### src/rtl/tshr_pkg.sv
// Shared types and constants for the timestamped sample history ring.
// Used by tshr_ctrl, tshr_dp and timestamped_sample_history_ring_core.
package tshr_pkg;

	localparam int DEFAULT_SENSORS = 4;
	localparam int DEFAULT_DEPTH   = 64;

	localparam logic [15:0] MINUTES_PER_HOUR = 16'd60;

	localparam logic [2:0] ACT_LIVE       = 3'd0;
	localparam logic [2:0] ACT_INTERVAL   = 3'd1;
	localparam logic [2:0] ACT_UNTIMED    = 3'd2;
	localparam logic [2:0] ACT_CLEAR      = 3'd3;
	localparam logic [2:0] ACT_READ_ALL   = 3'd4;
	localparam logic [2:0] ACT_READ_FILT  = 3'd5;

	typedef struct packed {
		logic [2:0]         action;
		logic [1:0]         sensor;
		logic [15:0]        co2_value;
		logic signed [15:0] temperature_value;
		logic [15:0]        humidity_value;
		logic [15:0]        pressure_value;
		logic [7:0]         interval_minute;
		logic [15:0]        max_age;
	} in_t;

	typedef struct packed {
		logic               valid_res;
		logic signed [15:0] co2_out;
		logic signed [15:0] temperature_out;
		logic signed [15:0] humidity_out;
		logic signed [15:0] pressure_out;
		logic [15:0]        age_minutes;
		logic [6:0]         record_count;
		logic               last;
	} out_t;

	typedef struct packed {
		logic [15:0] co2;
		logic [15:0] temp;
		logic [15:0] hum;
		logic [15:0] pres;
		logic [15:0] stamp;
	} rec_t;

	typedef struct packed {
		logic accept;
		logic scan_step;
		logic emit_init;
		logic emit_step;
		logic empty_push;
	} ctrl_cmd_t;

	typedef struct packed {
		logic rd_all;
		logic rd_filt;
		logic rd_empty;
		logic last_idx;
		logic slot_free;
		logic none_found;
	} dp_stat_t;

endpackage

### src/rtl/tshr_ctrl.sv
// Sequencer for the history ring: accept, filter scan, run emission, empty result.
// Depends on tshr_pkg (ctrl_cmd_t, dp_stat_t).
module tshr_ctrl (
	input  logic                 clk,
	input  logic                 arst_n,
	input  logic                 in_valid,
	output logic                 in_stall,
	input  tshr_pkg::dp_stat_t   st,
	output tshr_pkg::ctrl_cmd_t  cmd
);

	localparam logic [2:0] S_IDLE     = 3'd0;
	localparam logic [2:0] S_SCAN     = 3'd1;
	localparam logic [2:0] S_SCAN_END = 3'd2;
	localparam logic [2:0] S_SCAN_CHK = 3'd3;
	localparam logic [2:0] S_EMIT     = 3'd4;
	localparam logic [2:0] S_EMPTY    = 3'd5;

	logic [2:0] state_q;
	logic [2:0] state_nxt;

	assign in_stall = (state_q != S_IDLE);

	always_comb begin
		state_nxt = state_q;
		cmd       = '0;
		case (state_q)
			S_IDLE: begin
				if (in_valid) begin
					cmd.accept = 1'b1;
					if (st.rd_all) begin
						state_nxt = S_EMIT;
					end else if (st.rd_filt) begin
						state_nxt = S_SCAN;
					end else if (st.rd_empty) begin
						state_nxt = S_EMPTY;
					end
				end
			end
			S_SCAN: begin
				cmd.scan_step = 1'b1;
				if (st.last_idx) begin
					state_nxt = S_SCAN_END;
				end
			end
			S_SCAN_END: begin
				state_nxt = S_SCAN_CHK;
			end
			S_SCAN_CHK: begin
				if (st.none_found) begin
					state_nxt = S_EMPTY;
				end else begin
					cmd.emit_init = 1'b1;
					state_nxt     = S_EMIT;
				end
			end
			S_EMIT: begin
				cmd.emit_step = 1'b1;
				if (st.slot_free && st.last_idx) begin
					state_nxt = S_IDLE;
				end
			end
			S_EMPTY: begin
				cmd.empty_push = 1'b1;
				if (st.slot_free) begin
					state_nxt = S_IDLE;
				end
			end
			default: begin
				state_nxt = S_IDLE;
			end
		endcase
	end

	always_ff @(posedge clk or negedge arst_n) begin
		if (!arst_n) begin
			state_q <= S_IDLE;
		end else begin
			state_q <= state_nxt;
		end
	end

endmodule

### config.mk
export PLATFORM = sky130hd
export DESIGN_NAME = tshr_ctrl
export DESIGN_NICKNAME = d
export VERILOG_FILES = /design/src/rtl/tshr_pkg.sv /design/src/rtl/tshr_ctrl.sv
export SDC_FILE = /design/constraint.sdc
export NUM_CORES = 1
export LEC_CHECK = 0
export ABC_AREA = 1
export BUFFER_PORTS_ARGS = -buffer_cell sky130_fd_sc_hd__buf_2
export CAP_MARGIN = 20
export CORE_AREA = 10 10 47 49
export DETAILED_ROUTE_END_ITERATION = 6
export DIE_AREA = 0 0 57 59
export PLACE_DENSITY_LB_ADDON = 0.12
export SYNTH_ARGS = -nofsm -noshare
export SYNTH_HDL_FRONTEND = slang
export SYNTH_SLANG_ARGS = --single-unit
### constraint.sdc
create_clock -name clk -period 1.3 [get_ports clk]
set_input_delay 0.26 -clock clk [delete_from_list [all_inputs] [get_ports clk]]
set_output_delay 0.26 -clock clk [all_outputs]
set_load 0.01 [all_outputs]
Word level (Yosys, flattened, before mapping)
Cells that the tools add are included.
Storage, ports and cells
  register bits after elaboration: 3
  input port bits: 9
  output and inout port bits: 6
  logic and storage cells: 31
Operators by class
  mux-type cells: 16
  reductions and logical operators: 4
  equal/unequal tests: 10
Operator list (count)
  $mux W3: 7
  $pmux W3 S6: 1
  $mux W1: 8
  $ne A2 B2 Y1 const B: 4
  $eq A3 B2 Y1 const B: 2
  $eq A3 B3 Y1 const B: 2
  $reduce_and A5 Y1: 1
  $ne A4 B4 Y1 const B: 1
  $eq A3 B1 Y1 const B: 1
  $logic_not A3 Y1: 1
  $reduce_bool A3 Y1: 1
  $logic_and A1 B1 Y1: 1

Depth between registers and ports, before layout
  depth in word-level cells: 5
  gate-level depth with buffers: 6
  gate-level depth less buffers: 6

Worst setup path before layout
Ideal clock, no wire load.
  path kind: register to output
  from: register state_q[0]
  to: output port cmd[4] (netlist bit)
  cell stages (with the launch flop): 4
  arrival: 0.892 ns
  path slack: 0.148 ns
  path buffers: 0
  required time: 1.040 ns
  path through: dfrtp_1 -> nor2_4 -> nand2_2 -> nor2_1
RTL lines
  start: declaration: line tshr_ctrl.sv:19  | logic [2:0] state_q;
  start signal: assignment: line tshr_ctrl.sv:79  | state_q <= state_nxt;
  end: declaration: line tshr_ctrl.sv:9  | output tshr_pkg::ctrl_cmd_t cmd

==> flow_metrics.py <==
metrics = {
    "routing": {
        "viasPerCell": 4.18,
        "met3_length_um": 78,
        "drtIter0Drc": 7,
        "wl_met1_um": 425,
        "vias": 368,
        "firstDrtPassIters": 4,
        "dr.max_layer_used": "met3",
        "wl_met2_um": 372,
        "drt-wirelength-per-cell_um": 9.95,
        "drc_errors": 0,
        "drt-total-wl_um": 876,
        "ant_nets": 0,
    },
    "power_and_ir_drop": {
        "peakVddDrop_mv": 0.871,
        "intPower_w": 0.000633,
        "clkPwrFrac_pct": 14.3,
        "combPwrFrac_pct": 70.1,
        "p_switching_w": 0.000554,
        "power_w": 0.00119,
        "netSwitchingFraction_pct": 46.7,
        "leakagePower_nw": 0.286,
        "power.density_nw_per_um2": 2440,
        "p_seq_share_pct": 15.6,
    },
    "grt": {
        "track_usage_pct": 5.63,
        "antenna_found_initial": 0,
        "grt_remaining_overflow": 0,
        "grt_pass1_wl_um": 1520,
        "grt_max_degree": 7,
        "grt_pass1_vias": 380,
    },
    "critical_path": {
        "cp.required_ns": 1.04,
        "worst_setup_path_end_kind": "output pin",
        "crit_type": "reg2out",
        "crit_fanout": 3,
        "crit_path_start_kind": "register",
        "crit_arrival_ns": 1.09,
    },
    "timing": {
        "finalClockSkew_ns": 0.000852,
        "setup_viol": 3,
        "setup_ws_ns": -0.0466,
        "clock.fmax_ghz": 0.743,
        "rsz0062_at_grt": "true",
        "slew_headroom_pct": 84.7,
        "timing.final.crit_period_ns": 1.35,
        "worst_pin_slew_ns": 0.227,
        "hold_violations": 0,
        "fin_crit_sh_pct": 104,
        "holdWs_ns": 0.348,
        "drv_slew": 0,
    },
    "logic_synthesis": {
        "synth-edff-count": 0,
        "ys_async_sr_fraction_pct": 100,
        "yosysMostFrequentCell": "inv_1",
        "netlist_area_um2": 287,
        "ys.flop_type": "dfrtp_1",
        "postSynthAreaPerCell_um2": 6.10,
        "yosysWarnings": 0,
        "synth-seq-cells": 3,
        "synth_cell_types": 14,
        "syn-num-nets": 56,
        "synth_top_cell_area_share_pct": 26.2,
        "yosys.area.top_type": "dfrtp_1",
        "ys_top_cells_by_count": "inv_1, nand2_1, nand3_1, nor2_1, dfrtp_1",
        "yosys-top-cells-area": "dfrtp_1, inv_1, nand3_1, nand2_1, nor2_1",
        "postSynthCellCount": 47,
        "ys_seq_area_share_pct": 26.2,
    },
    "status": {
        "violations": "setup timing",
        "outcome": "complete, but fails checks",
    },
    "floorplanning": {
        "die_x_um": 57,
        "num_io_pins": 15,
        "core_um2": 1400,
        "fp.dieH_um": 59,
        "start_util_pct": 20.4,
        "fp-row-count": 14,
        "die_area_um2": 3360,
    },
    "cells_and_area": {
        "drive_gt1_share_pct": 48.6,
        "regMostFlops": "state_q",
        "n_antenna_cell": 0,
        "largest_register_ffs": 3,
        "largestRegisters": "state_q x3",
        "post-route-util_pct": 34.6,
        "nets": 82,
        "area_growth_pct": 69.4,
    },
    "placement": {
        "dpl_worst_slack_ns": 0.144,
        "port_buffers": 14,
        "dp_hpwl_um": 681,
        "gp_congestion": 0.709,
    },
    "cts": {
        "clkTransAtPathRegs_ns": 0.04,
        "numCtsBuffers": 3,
        "clock_latency_ns": 0.24,
        "cts_sinks": 3,
        "cts_tree": "yes",
        "clk_path_buf_depth": 2,
        "ctsRootBufferMaster": "clkbuf_4",
        "h-tree-depth": 1,
    },
    "worst_hold_path": {
        "min_path_type": "in2async",
    },
    "flow_run": {
        "maxCapViolCount": 0,
    },
}
==> worst max-delay path: stages (launching register included) <==
cell     delay, ns
dfrtp_1       0.40
buf_4         0.14
nand3_2       0.09
nor2_1        0.09
buf_2         0.13
==> layer usage <==
metal / GRT usage [%] / up-vias
li1: - / 196
met1: 6.44 / 155
met2: 7.91 / 17
met3: 4.08 / 0
met4: 2.01 / 0
met5: 0 / -
==> area by class of cell <==
| type | count | area [um2] |
|---|---|---|
| fill | 171 | 916 |
| multi-input combinational | 33 | 194 |
| timing repair buffer | 21 | 129 |
| sequential | 3 | 75.1 |
| inverter | 11 | 41.3 |
| clock buffer | 4 | 26.3 |
| tap | 16 | 20.0 |
==> kinds of logic after synthesis <==
logic type             Yosys count  synth area share [%]
DFF                              3                  26.2
buffers and inverters           11                  14.4
and+or+nand+nor                 30                  53.7
AOI/OAI and AO/OA                3                  5.67
==> through the flow <==
stage                     TNS, ns  cells  cell area, um2
final                     -0.0962     88             485
after global routing       -0.518     88             485
after CTS                  -0.227     89             477
after detailed placement        0     79             392
after global placement          0     79             392
after floorplan                 0     47             287
==> placed cells by master, fill, tap and decap left out <==
| master | count |
|---|---|
| buf_6 | 1 |
| nand2_2 | 4 |
| o21ai_2 | 1 |
| nor2_4 | 3 |
| nor2_1 | 6 |
| dlygate4sd3_1 | 1 |
| buf_4 | 5 |
| and2_1 | 1 |
| clkbuf_1 | 1 |
| clkbuf_4 | 3 |
| nand4_1 | 2 |
| buf_2 | 14 |
| nand3_2 | 2 |
| inv_2 | 1 |
| dfrtp_1 | 3 |
| o21ai_0 | 1 |
| nand2_1 | 6 |
| nand3_1 | 5 |
| nor2_2 | 1 |
| o22ai_1 | 1 |
| inv_1 | 10 |
==> timing repair <==
action                                 CTS  global route
setup endpoints to repair                6             9
gates resized for setup                  3             4
endpoints found under the hold margin    3             0
pin swaps                                2             4
hold buffers                             1             0
buffers inserted                         5             0
==> power by group through the flow <==
stage / registers (W) / clock network (W) / logic, W
floorplan: 0.000199 / 0 / 0.000423
global placement: 0.000188 / 0 / 0.000658
detailed placement: 0.000189 / 0 / 0.000646
CTS: 0.000187 / 0.000176 / 0.000832
global route: 0.000188 / 0.000195 / 0.000948
finish: 0.000185 / 0.000170 / 0.000831
==> worst paths after layout <==
path	depth (start not counted)	to	from	slack, ns
worst max-delay path	4	cmd[2]	state_q[1]$_DFFE_PN0P_	-0.05
worst min-delay path	2	state_q[0]$_DFFE_PN0P_	arst_n	0.35
worst max register to register	7	state_q[1]$_DFFE_PN0P_	state_q[0]$_DFFE_PN0P_	0.13
worst min register to register	3	state_q[1]$_DFFE_PN0P_	state_q[2]$_DFFE_PN0P_	0.61
max in group asynchronous	2	state_q[1]$_DFFE_PN0P_	arst_n	0.85
min in group clk	5	state_q[2]$_DFFE_PN0P_	st[3]	0.36
No activity file was read; power rests on OpenSTA's default activity.
